<file path="src/sv/gtoj_pkg.sv">
// ----------------------------------------------------------------------------
// gtoj_pkg
// Shared widths, constants, tables and link types for the Gregorian to
// Jalali date converter pipeline.
// ----------------------------------------------------------------------------
package gtoj_pkg;

  localparam int YEAR_W  = 12;
  localparam int MONTH_W = 4;
  localparam int DAY_W   = 5;
  localparam int DAYS_W  = 20;
  localparam int DOY_W   = 9;

  localparam logic [YEAR_W-1:0]  GREG_YEAR_MIN = 12'd1601;
  localparam logic [YEAR_W-1:0]  GREG_EPOCH    = 12'd1600;
  localparam logic [MONTH_W-1:0] MONTH_MIN     = 4'd1;
  localparam logic [MONTH_W-1:0] MONTH_MAX     = 4'd12;
  localparam logic [DAY_W-1:0]   DAY_MIN       = 5'd1;
  localparam logic [YEAR_W-1:0]  JAL_YEAR_BASE = 12'd979;

  localparam logic [6:0]  EPOCH_SHIFT = 7'd79;
  localparam logic [8:0]  YEAR_DAYS   = 9'd365;
  localparam logic [8:0]  LEAP_DAYS   = 9'd366;
  localparam logic [13:0] BIG_CYCLE   = 14'd12053;
  localparam logic [10:0] QUAD_CYCLE  = 11'd1461;
  localparam logic [5:0]  BIG_YEARS   = 6'd33;

  // Reciprocals: x / C == (x * M) >> S over the value ranges used here
  localparam logic [12:0] RECIP_100   = 13'd5243;
  localparam int          SHIFT_100   = 19;
  localparam logic [20:0] RECIP_BIG   = 21'd1425361;
  localparam int          SHIFT_BIG   = 34;
  localparam logic [13:0] RECIP_QUAD  = 14'd11484;
  localparam int          SHIFT_QUAD  = 24;

  typedef logic [DAYS_W-1:0] days_t;

  typedef struct packed {
    logic [YEAR_W-1:0] jy;
    logic [DOY_W-1:0]  doy;
  } year_day_t;

  // Days before the first of a Gregorian month (index 0 is January)
  function automatic logic [8:0] greg_start(input logic [MONTH_W-1:0] idx);
    logic [8:0] r;
    case (idx)
      4'd0:    r = 9'd0;
      4'd1:    r = 9'd31;
      4'd2:    r = 9'd59;
      4'd3:    r = 9'd90;
      4'd4:    r = 9'd120;
      4'd5:    r = 9'd151;
      4'd6:    r = 9'd181;
      4'd7:    r = 9'd212;
      4'd8:    r = 9'd243;
      4'd9:    r = 9'd273;
      4'd10:   r = 9'd304;
      4'd11:   r = 9'd334;
      default: r = 9'd334;
    endcase
    return r;
  endfunction

  // Days before the first of a Jalali month (index 0 is Farvardin)
  function automatic logic [8:0] jal_start(input logic [MONTH_W-1:0] idx);
    logic [8:0] r;
    case (idx)
      4'd0:    r = 9'd0;
      4'd1:    r = 9'd31;
      4'd2:    r = 9'd62;
      4'd3:    r = 9'd93;
      4'd4:    r = 9'd124;
      4'd5:    r = 9'd155;
      4'd6:    r = 9'd186;
      4'd7:    r = 9'd216;
      4'd8:    r = 9'd246;
      4'd9:    r = 9'd276;
      4'd10:   r = 9'd306;
      4'd11:   r = 9'd336;
      default: r = 9'd336;
    endcase
    return r;
  endfunction

endpackage

</file>
<file path="src/sv/gtoj_day_count.sv">
// ----------------------------------------------------------------------------
// gtoj_day_count
// Two-stage pipeline: clamps the Gregorian date and counts days from the
// Jalali epoch (Gregorian 1600-01-01 plus 79 days).
// ----------------------------------------------------------------------------
module gtoj_day_count (
  input  logic                          clk,
  input  logic                          rst_n,
  input  logic                          in_valid,
  output logic                          in_ready,
  input  logic [gtoj_pkg::YEAR_W-1:0]   in_year,
  input  logic [gtoj_pkg::MONTH_W-1:0]  in_month,
  input  logic [gtoj_pkg::DAY_W-1:0]    in_day,
  output logic                          out_valid,
  input  logic                          out_ready,
  output gtoj_pkg::days_t               out_days
);

  logic v1_r, v2_r;
  logic en1, en2;

  logic [11:0] gy_r, gy_nxt;
  logic [19:0] ym_r, ym_nxt;
  logic [23:0] pa_r, pa_nxt;
  logic [23:0] pg_r, pg_nxt;
  logic [9:0]  q4_r, q4_nxt;
  logic [8:0]  md_r, md_nxt;
  logic        late_r, late_nxt;

  gtoj_pkg::days_t days_r, days_nxt;

  logic [11:0] y_c;
  logic [3:0]  m_c;
  logic [4:0]  d_c;
  logic [3:0]  gm;
  logic [4:0]  qa, qg;
  logic        leap;
  logic [20:0] sum;

  assign en2      = !v2_r || out_ready;
  assign en1      = !v1_r || en2;
  assign in_ready = en1;

  always_comb begin
    y_c = (in_year < gtoj_pkg::GREG_YEAR_MIN) ? gtoj_pkg::GREG_YEAR_MIN : in_year;
    m_c = in_month;
    if (m_c < gtoj_pkg::MONTH_MIN) m_c = gtoj_pkg::MONTH_MIN;
    if (m_c > gtoj_pkg::MONTH_MAX) m_c = gtoj_pkg::MONTH_MAX;
    d_c = (in_day < gtoj_pkg::DAY_MIN) ? gtoj_pkg::DAY_MIN : in_day;
    gm  = m_c - 4'd1;

    gy_nxt   = y_c - gtoj_pkg::GREG_EPOCH;
    ym_nxt   = 20'(gy_nxt) * 20'(gtoj_pkg::YEAR_DAYS);
    pa_nxt   = 24'(gy_nxt + 12'd99) * 24'(gtoj_pkg::RECIP_100);
    pg_nxt   = 24'(gy_nxt) * 24'(gtoj_pkg::RECIP_100);
    q4_nxt   = 10'((gy_nxt + 12'd3) >> 2);
    md_nxt   = gtoj_pkg::greg_start(gm) + 9'(d_c - 5'd1);
    late_nxt = gm > 4'd1;
  end

  always_comb begin
    qa   = 5'(pa_r >> gtoj_pkg::SHIFT_100);
    qg   = 5'(pg_r >> gtoj_pkg::SHIFT_100);
    leap = (gy_r[1:0] == 2'd0) &&
           ((gy_r != 12'(qg * 12'd100)) || (qg[1:0] == 2'd0));
    sum  = 21'(ym_r) + 21'(q4_r) + 21'((6'(qa) + 6'd3) >> 2) + 21'(md_r)
         + 21'(leap && late_r) - 21'(qa) - 21'(gtoj_pkg::EPOCH_SHIFT);
    days_nxt = sum[19:0];
  end

  always_ff @(posedge clk) begin
    if (!rst_n) begin
      v1_r <= 1'b0;
      v2_r <= 1'b0;
    end else begin
      if (en1) v1_r <= in_valid;
      if (en2) v2_r <= v1_r;
    end
  end

  always_ff @(posedge clk) begin
    if (en1 && in_valid) begin
      gy_r   <= gy_nxt;
      ym_r   <= ym_nxt;
      pa_r   <= pa_nxt;
      pg_r   <= pg_nxt;
      q4_r   <= q4_nxt;
      md_r   <= md_nxt;
      late_r <= late_nxt;
    end
    if (en2 && v1_r) begin
      days_r <= days_nxt;
    end
  end

  assign out_valid = v2_r;
  assign out_days  = days_r;

endmodule

</file>
<file path="src/sv/gtoj_cycle_split.sv">
// ----------------------------------------------------------------------------
// gtoj_cycle_split
// Five-stage pipeline: splits the day count into 33-year groups, 4-year
// groups and years, giving the Jalali year and the day of the year.
// ----------------------------------------------------------------------------
module gtoj_cycle_split (
  input  logic                  clk,
  input  logic                  rst_n,
  input  logic                  in_valid,
  output logic                  in_ready,
  input  gtoj_pkg::days_t       in_days,
  output logic                  out_valid,
  input  logic                  out_ready,
  output gtoj_pkg::year_day_t   out_yd
);

  logic v3_r, v4_r, v5_r, v6_r, v7_r;
  logic en3, en4, en5, en6, en7;

  logic [40:0] p3_r, p3_nxt;
  logic [19:0] d3_r;
  logic [13:0] r4_r, r4_nxt;
  logic [11:0] jy4_r, jy4_nxt;
  logic [27:0] p5_r, p5_nxt;
  logic [13:0] r5_r;
  logic [11:0] jy5_r;
  logic [10:0] r6_r, r6_nxt;
  logic [11:0] jy6_r, jy6_nxt;
  logic [8:0]  doy7_r, doy7_nxt;
  logic [11:0] jy7_r, jy7_nxt;

  logic [6:0]  g;
  logic [3:0]  q;
  logic [10:0] d1;
  logic [1:0]  yq;

  assign en7      = !v7_r || out_ready;
  assign en6      = !v6_r || en7;
  assign en5      = !v5_r || en6;
  assign en4      = !v4_r || en5;
  assign en3      = !v3_r || en4;
  assign in_ready = en3;

  always_comb begin
    p3_nxt  = 41'(in_days) * 41'(gtoj_pkg::RECIP_BIG);

    g       = 7'(p3_r >> gtoj_pkg::SHIFT_BIG);
    r4_nxt  = 14'(d3_r - 20'(g) * 20'(gtoj_pkg::BIG_CYCLE));
    jy4_nxt = gtoj_pkg::JAL_YEAR_BASE + 12'(g) * 12'(gtoj_pkg::BIG_YEARS);

    p5_nxt  = 28'(r4_r) * 28'(gtoj_pkg::RECIP_QUAD);

    q       = 4'(p5_r >> gtoj_pkg::SHIFT_QUAD);
    r6_nxt  = 11'(r5_r - 14'(q) * 14'(gtoj_pkg::QUAD_CYCLE));
    jy6_nxt = jy5_r + 12'({q, 2'b00});

    d1 = r6_r - 11'd1;
    if (d1 >= 11'd1095)      yq = 2'd3;
    else if (d1 >= 11'd730)  yq = 2'd2;
    else                     yq = 2'd1;
    if (r6_r >= 11'(gtoj_pkg::LEAP_DAYS)) begin
      doy7_nxt = 9'(d1 - 11'(yq) * 11'(gtoj_pkg::YEAR_DAYS));
      jy7_nxt  = jy6_r + 12'(yq);
    end else begin
      doy7_nxt = r6_r[8:0];
      jy7_nxt  = jy6_r;
    end
  end

  always_ff @(posedge clk) begin
    if (!rst_n) begin
      v3_r <= 1'b0;
      v4_r <= 1'b0;
      v5_r <= 1'b0;
      v6_r <= 1'b0;
      v7_r <= 1'b0;
    end else begin
      if (en3) v3_r <= in_valid;
      if (en4) v4_r <= v3_r;
      if (en5) v5_r <= v4_r;
      if (en6) v6_r <= v5_r;
      if (en7) v7_r <= v6_r;
    end
  end

  always_ff @(posedge clk) begin
    if (en3 && in_valid) begin
      p3_r <= p3_nxt;
      d3_r <= in_days;
    end
    if (en4 && v3_r) begin
      r4_r  <= r4_nxt;
      jy4_r <= jy4_nxt;
    end
    if (en5 && v4_r) begin
      p5_r  <= p5_nxt;
      r5_r  <= r4_r;
      jy5_r <= jy4_r;
    end
    if (en6 && v5_r) begin
      r6_r  <= r6_nxt;
      jy6_r <= jy6_nxt;
    end
    if (en7 && v6_r) begin
      doy7_r <= doy7_nxt;
      jy7_r  <= jy7_nxt;
    end
  end

  assign out_valid  = v7_r;
  assign out_yd.jy  = jy7_r;
  assign out_yd.doy = doy7_r;

  a_big_rem: assert property (@(posedge clk) disable iff (!rst_n)
    v4_r |-> (r4_r < gtoj_pkg::BIG_CYCLE))
    else $error("33-year remainder out of range");

  a_quad_rem: assert property (@(posedge clk) disable iff (!rst_n)
    v6_r |-> (r6_r < gtoj_pkg::QUAD_CYCLE))
    else $error("4-year remainder out of range");

  a_doy: assert property (@(posedge clk) disable iff (!rst_n)
    v7_r |-> (doy7_r < gtoj_pkg::LEAP_DAYS))
    else $error("day of year out of range");

endmodule

</file>
<file path="src/sv/gtoj_month_walk.sv">
// ----------------------------------------------------------------------------
// gtoj_month_walk
// Output stage: finds the Jalali month from the day of the year against the
// month start table and holds the result beat.
// ----------------------------------------------------------------------------
module gtoj_month_walk (
  input  logic                          clk,
  input  logic                          rst_n,
  input  logic                          in_valid,
  output logic                          in_ready,
  input  gtoj_pkg::year_day_t           in_yd,
  output logic                          out_valid,
  input  logic                          out_ready,
  output logic [gtoj_pkg::YEAR_W-1:0]   out_year,
  output logic [gtoj_pkg::MONTH_W-1:0]  out_month,
  output logic [gtoj_pkg::DAY_W-1:0]    out_day
);

  logic v_r;
  logic en;

  logic [gtoj_pkg::YEAR_W-1:0]  year_r;
  logic [gtoj_pkg::MONTH_W-1:0] month_r, month_nxt;
  logic [gtoj_pkg::DAY_W-1:0]   day_r, day_nxt;
  logic [gtoj_pkg::MONTH_W-1:0] idx;

  assign en       = !v_r || out_ready;
  assign in_ready = en;

  always_comb begin
    idx = '0;
    for (int k = 1; k < 12; k++) begin
      if (in_yd.doy >= gtoj_pkg::jal_start(4'(k))) idx = 4'(k);
    end
    month_nxt = idx + 4'd1;
    day_nxt   = 5'(in_yd.doy - gtoj_pkg::jal_start(idx) + 9'd1);
  end

  always_ff @(posedge clk) begin
    if (!rst_n) begin
      v_r <= 1'b0;
    end else if (en) begin
      v_r <= in_valid;
    end
  end

  always_ff @(posedge clk) begin
    if (en && in_valid) begin
      year_r  <= in_yd.jy;
      month_r <= month_nxt;
      day_r   <= day_nxt;
    end
  end

  assign out_valid = v_r;
  assign out_year  = year_r;
  assign out_month = month_r;
  assign out_day   = day_r;

  a_month: assert property (@(posedge clk) disable iff (!rst_n)
    v_r |-> (month_r >= gtoj_pkg::MONTH_MIN && month_r <= gtoj_pkg::MONTH_MAX))
    else $error("month out of range");

  a_day: assert property (@(posedge clk) disable iff (!rst_n)
    v_r |-> (day_r != 5'd0 && (month_r <= 4'd6 || day_r <= 5'd30)))
    else $error("day exceeds month length");

endmodule

</file>
<file path="src/sv/gregorian_to_jalali_date.sv">
// Throughput: one date per cycle; the pipeline stalls only where a result is
// not taken, and empty stages keep filling behind a held output.
// Reset: synchronous, active low; clears all stage valid bits, data is kept.
// ----------------------------------------------------------------------------
// gregorian_to_jalali_date
// Converts a Gregorian date to the Jalali (solar hijri) date through an
// eight-stage pipeline: day count, cycle split, month walk.
// ----------------------------------------------------------------------------
module gregorian_to_jalali_date (
  input  logic        clk,
  input  logic        rst_n,
  input  logic        in_tvalid,
  output logic        in_tready,
  input  logic [23:0] in_tdata,   // greg_year[11:0], greg_month[15:12], greg_day[20:16]
  output logic        out_tvalid,
  input  logic        out_tready,
  output logic [23:0] out_tdata   // jalali_year[11:0], jalali_month[15:12], jalali_day[20:16]
);

  logic                dc_valid, dc_ready;
  gtoj_pkg::days_t     dc_days;
  logic                cs_valid, cs_ready;
  gtoj_pkg::year_day_t cs_yd;

  logic [gtoj_pkg::YEAR_W-1:0]  jal_year;
  logic [gtoj_pkg::MONTH_W-1:0] jal_month;
  logic [gtoj_pkg::DAY_W-1:0]   jal_day;

  gtoj_day_count u_day_count (
    .clk       (clk),
    .rst_n     (rst_n),
    .in_valid  (in_tvalid),
    .in_ready  (in_tready),
    .in_year   (in_tdata[11:0]),
    .in_month  (in_tdata[15:12]),
    .in_day    (in_tdata[20:16]),
    .out_valid (dc_valid),
    .out_ready (dc_ready),
    .out_days  (dc_days)
  );

  gtoj_cycle_split u_cycle_split (
    .clk       (clk),
    .rst_n     (rst_n),
    .in_valid  (dc_valid),
    .in_ready  (dc_ready),
    .in_days   (dc_days),
    .out_valid (cs_valid),
    .out_ready (cs_ready),
    .out_yd    (cs_yd)
  );

  gtoj_month_walk u_month_walk (
    .clk       (clk),
    .rst_n     (rst_n),
    .in_valid  (cs_valid),
    .in_ready  (cs_ready),
    .in_yd     (cs_yd),
    .out_valid (out_tvalid),
    .out_ready (out_tready),
    .out_year  (jal_year),
    .out_month (jal_month),
    .out_day   (jal_day)
  );

  assign out_tdata = {3'b000, jal_day, jal_month, jal_year};

endmodule
</file>
<file path="config.mk">
export PLATFORM = sky130hd
export DESIGN_NAME = gregorian_to_jalali_date
export DESIGN_NICKNAME = d
export VERILOG_FILES = /design/src/sv/gtoj_pkg.sv /design/src/sv/gtoj_day_count.sv /design/src/sv/gtoj_cycle_split.sv /design/src/sv/gtoj_month_walk.sv /design/src/sv/gregorian_to_jalali_date.sv
export SDC_FILE = /design/constraint.sdc
export NUM_CORES = 2
export LEC_CHECK = 0
export BUFFER_PORTS_ARGS = -buffer_cell sky130_fd_sc_hd__buf_2
export CAP_MARGIN = 40
export CORE_MARGIN = 4
export CORE_UTILIZATION = 30
export DETAILED_ROUTE_END_ITERATION = 16
export SYNTH_ARGS = -nofsm -noshare
export SYNTH_HDL_FRONTEND = slang
export SYNTH_SLANG_ARGS = --single-unit
</file>
<file path="constraint.sdc">
create_clock -name clk -period 26 [get_ports clk]
set_clock_uncertainty 0.1 [all_clocks]
set_input_delay 6.5 -clock clk [delete_from_list [all_inputs] [get_ports clk]]
set_output_delay 6.5 -clock clk [all_outputs]
set_load 0.03 [all_outputs]
</file>
* Word-level counts from Yosys, hierarchy flattened *
Memory sizes are Yosys's and may differ from the RTL's.
Cells that the tools add are included.

word-level totals
  latch bits = 0
  input port bits = 28
  output and inout bits = 26
  memories = 2
  bits in read-only memories = 288
  logic and storage cells = 133
  register bits = 323
  memory bits (writable) = 0

memories
  name              depth  bits a word  rd ports  clocked after Yosys merged registers in  wr ports  RTL line        text
  (name not given)  16     9            1         0                                        0         gtoj_pkg.sv:46  case (idx)
  (name not given)  16     9            1         0                                        0         gtoj_pkg.sv:67  case (idx)

operators by class
  divide/modulo/power cells = 0
  shift operators = 0
  $add $sub $neg = 23
  reduce and logical (&&, ||, !) cells = 29
  multiplexer cells = 19
  equality and inequality tests = 1
  bitwise operators = 0
  multipliers = 10
  magnitude comparators = 19

operators by type and width
  operator                  count
  $mul A20 B21 Y41 const B  1
  $ge A9 B8 Y1 const B      4
  $ge A9 B9 Y1 const B      3
  $mul A14 B12 Y26 const B  1
  $mul A12 B13 Y24 const B  1
  $mul A24 B13 Y24 const B  1
  $mux W12                  2
  $mux W4                   6
  $add A20 B1 Y20           1
  $add A20 B10 Y20          1
  $add A20 B19 Y20          1
  $add A20 B9 Y20           1
  $mul A12 B9 Y20 const B   1
  $sub A20 B5 Y20           1
  $sub A20 B7 Y20 const B   1
  $ge A9 B7 Y1 const B      2
  $mul A7 B14 Y14 const B   1
  $sub A14 B14 Y14          1
  $add A12 B7 Y13 const B   1
  $add A10 B12 Y12 const A  1
  $add A12 B2 Y12           1
  $add A12 B2 Y12 const B   1
  $add A12 B6 Y12           1
  $lt A12 B11 Y1 const B    1
  34 further kinds          65

* Longest topological paths before layout *
An unclocked memory read counts as a cell.

  depth in word-level cells = 15
  gate-level depth with buffers = 34
  mapped depth without buffers = 32

* By module *
Synthesis repeated with hierarchy kept, for this count alone.

second synthesis, totals
  cells, all modules = 3127
  area, all modules = 32713.9 um2

by module, submodules not included
  module                    times used  seq. area each (um2)  area each (um2)  cells an instance
  gtoj_cycle_split          1           3643.5                18093.6          1677
  gtoj_day_count            1           2442.3                13312.8          1330
  gtoj_month_walk           1           650.6                 1281.2           116
  gregorian_to_jalali_date  1           0.0                   26.3             4

* Worst setup path after synthesis *
No wires, ideal clock.

  path kind = input to register
  start point = in in_tdata[1]
  end point = reg u_day_count.pa_r[23], data pin
  path slack = 11.635 ns
  arrival time = 14.005 ns
  buffers on the path = 0
  setup time = 0.260 ns
  stages = 28
  data required time = 25.640 ns
  path through = or4_4 -> o31ai_4 -> a21oi_2 -> nor2_1 -> nor2_1 -> ha_1 -> nand2b_1 -> a21oi_1 -> a211oi_1 -> ha_1 -> nand2_1 -> nor2_1 -> xnor2_2 -> inv_1 -> ha_1 -> fa_1 -> fa_1 -> fa_1 -> inv_1 -> fa_1 -> inv_1 -> ha_1 -> nand3_1 -> nor4_1 -> o2111ai_1 -> a31oi_1 -> a21oi_1 -> xnor2_1

between the ends
  cells in the longest elaborated chain, start to end = 5

ends and longest elaborated chain
  item                        RTL line                        text
  start: declaration          gregorian_to_jalali_date.sv:14  input logic [23:0] in_tdata,
  $lt A12 B11 Y1              gtoj_day_count.sv:45            y_c = (in_year < gtoj_pkg::GREG_YEAR_MIN) ? gtoj_pkg::GREG_YEAR_MIN : in_year;
  $mux W12 *                  gtoj_day_count.sv:45
  $sub A12 B11 Y12 *          gtoj_day_count.sv:52            gy_nxt = y_c - gtoj_pkg::GREG_EPOCH;
  net u_day_count.gy_nxt[6]   gtoj_day_count.sv:22            logic [11:0] gy_r, gy_nxt;
  $add A12 B7 Y13 *           gtoj_day_count.sv:54            pa_nxt = 24'(gy_nxt + 12'd99) * 24'(gtoj_pkg::RECIP_100);
  $mul A24 B13 Y24 *          gtoj_day_count.sv:54
  net u_day_count.pa_nxt[23]  gtoj_day_count.sv:24            logic [23:0] pa_r, pa_nxt;
  end signal: assignment      gtoj_day_count.sv:85            pa_r <= pa_nxt;
  end: declaration            gtoj_day_count.sv:24

Mark *: on every way through the listed nets, which the timed path passes. The rest lies on a longest branch.
A chain may end at the register's enable or synchronous reset.

* Worst setup path in the final report *
  start point = in out_tready
  end point = out in_tready

between the ends
  cells in the longest elaborated chain, start to end = 8

ends and longest elaborated chain
  item                RTL line                        text
  start: declaration  gregorian_to_jalali_date.sv:16  input logic out_tready,
  $logic_or A1 B1 Y1  gtoj_month_walk.sv:27           assign en = !v_r || out_ready;
  $logic_or A1 B1 Y1  gtoj_cycle_split.sv:37          assign en7 = !v7_r || out_ready;
  $logic_or A1 B1 Y1  gtoj_cycle_split.sv:38          assign en6 = !v6_r || en7;
  $logic_or A1 B1 Y1  gtoj_cycle_split.sv:39          assign en5 = !v5_r || en6;
  $logic_or A1 B1 Y1  gtoj_cycle_split.sv:40          assign en4 = !v4_r || en5;
  $logic_or A1 B1 Y1  gtoj_cycle_split.sv:41          assign en3 = !v3_r || en4;
  $logic_or A1 B1 Y1  gtoj_day_count.sv:40            assign en2 = !v2_r || out_ready;
  $logic_or A1 B1 Y1  gtoj_day_count.sv:41            assign en1 = !v1_r || en2;
  end: declaration    gregorian_to_jalali_date.sv:13  output logic in_tready,

No other way between the ends.

==> reports/qor.csv <==
metric,value,unit
status,"complete, no violations",
Layout Nets,4241,
TritonCTS clock tree,done,
CTS root buf,clkbuf_16,
"EDFF count, synth",219,
IO Count,54,
syn avg cell area,10.5,µm²
CP endpoint kind,output port,
register bit total from synthesis,227,
Synth Instances,3079,
Final GP Congestion,0.837,
Worst Hold Class,reg2reg,
WL/cell,13.1,µm
Starting Density,30.2,%
Clock Latency Late Sink,580,ps
Slew @ Worst Pin,794,ps
number of clock buffers inserted by TritonCTS,27,
post-synthesis sequential area ratio,20.8,%
placed wire-length estimate,52.1,mm
ANT cells,0,
"Async S/R FF share, synth",0,%
RSZ-0062 raised after global routing,no,
max cap viols,0,
Clock Sinks,227,
final hold vios,0,
Die ar.,0.113,mm²
yosys warns,0,
distinct cell type count after synthesis,78,
fill count,10900,
vias in the first global route,21000,
fin crit share,57.0,%
prevailing post-synth register cell,edfxtp_1,
worst-case clock buffer depth,3,
layout cells sized above 1,4.63,%
Area Overhead vs Synth,9.40,%
largest net degree at the start of global routing,61,
WP data arrival,8210,ps
Post-Syn Area,0.0324,mm²
worst relative slew slack,46.5,%
cell accounting for the most synthesized area,fa_1,
most numerous cell in the Yosys netlist,inv_1,
Die Span Y,336,µm
Post-CTS Setup Repair Bufs,0,
Max Fclk,0.0675,GHz
Port Buffers,47,
Total Routed Length,59.9,mm
first-pass GRT wire length,103,mm
Synth area leaders,"fa_1 (26%), ha_1 (25%), edfxtp_1 (20%)",
global route total overflow,0,
Post-DRT Antenna Nets,0,
via count,20000,
drt pass-1 iters,4,
gr usage total,11.0,%
Final Slew Violations,0,
worst-path fanout max,6,
startpoint types,primary input,
WS Path Type,in2out,
htree depth,1,
final worst path period need,14810,ps
Die Wd,336,µm
CP Data Required Time,19400,ps
DRC Markers,0,
Post-synth top cells,"inv_1 (824), ha_1 (639), fa_1 (419)",
core area,0.107,mm²
Vias/cell,4.36,
setup TNS,0,ps
Post-CTS Hold Fix Bufs,0,
"CTS clk-pin slew, worst paths",60,ps
initial antenna violation count,0,
Synth top area share,25.9,%
final setup fails,0,
Starting DRT DRC Count,628,
# resized after CTS,0,
number of cell rows,120,
-- per-stage QoR --
stage	setup slack (ps)	hold slack [ps]	std cells	area, µm²	util, %
2_1_floorplan	11630	300	3084	32400	-
3_3_place_gp	11170	300	4523	34400	32.1
3_5_place_dp	11150	305	4529	34400	32.2
4_1_cts	11150	313	4578	35400	33.1
5_1_grt	10960	324	4578	35400	33.1
6_report	11190	306	4578	35400	33.1
-- placed cells by master (no fill, tap or decap), types with 36 or more instances in the layout --
| cell type | n |
|---|---|
| nand2_1 | 95 |
| o21ai_0 | 72 |
| edfxtp_1 | 219 |
| xor2_1 | 57 |
| fa_1 | 419 |
| nor2_1 | 99 |
| ha_1 | 639 |
| inv_1 | 824 |
| a21o_1 | 36 |
| buf_2 | 47 |
| xnor2_1 | 128 |
| a21oi_1 | 110 |
-- critical path, stage by stage --
cell,delay (ps)
buf_2,100
nor2b_1,220
and2_1,280
and3_1,340
nand3_1,130
nor2_1,290
nand2_1,140
buf_2,200
-- layout make-up --
cell class	count	area [µm²]	area share [%]
tap	1403	1760	4.96
clock inverter	19	285	0.806
timing repair buffer	62	370	1.05
multi-input combinational	2012	22500	63.5
clock buffer	30	687	1.94
inverter	825	3100	8.76
sequential	227	6740	19.0
-- final timing paths --
kind                           start                   endpoint  slack, ps  cells after the start
min reg2reg  u_cycle_split.jy7_r[11]  u_month_walk.out_year[11]        310                      0
min          u_cycle_split.jy7_r[11]  u_month_walk.out_year[11]        310                      0
max                       out_tready                  in_tready      11190                      8
max reg2reg     u_day_count.pg_r[19]   u_day_count.out_days[16]      18890                     28
-- per-layer routing --
metal / wire [µm] / part of all wire, % / track usage (%)
met3: 1420 / 2.4 / 1.16
met2: 30300 / 51 / 20.2
met1: 27100 / 45 / 14.1
met4: 1110 / 1.9 / 2.09
met5: 0 / 0 / 0
-- registers in the layout, summed over array words and instances (netlist names), 6 cells and up --
register and count:
u_day_count.ym_r 19, u_cycle_split.r6_r 11, u_cycle_split.r4_r 14, u_day_count.md_r 9, u_cycle_split.jy5_r 12, u_day_count.out_days 20
u_cycle_split.jy7_r 12, u_cycle_split.d3_r 14, u_day_count.gy_r 10, u_day_count.pg_r 6, u_cycle_split.doy7_r 9, u_day_count.q4_r 10
u_cycle_split.jy6_r 12, u_month_walk.out_year 12, u_cycle_split.p3_r 7, u_cycle_split.jy4_r 12, u_cycle_split.r5_r 11
-- kinds of logic (layout without fill, tap and decap cells) --
| family | Yosys count | after routing | share of synthesized area, % |
|---|---|---|---|
| DFF | 227 | 227 | 20.8 |
| other | 1 | 6 | 0.0116 |
| muxes | 5 | 5 | 0.170 |
| xor gates and xnor gates | 188 | 188 | 5.19 |
| and+or+nand+nor | 397 | 397 | 6.11 |
| adders and majority gates | 1059 | 1059 | 50.7 |
| buffers and inverters | 845 | 936 | 9.91 |
| AOI/OAI and AO/OA | 357 | 357 | 7.11 |
Power is left out: the tool's default activity adds up to more than one toggle a clock period on the data nets, which glitch-free logic cannot reach.
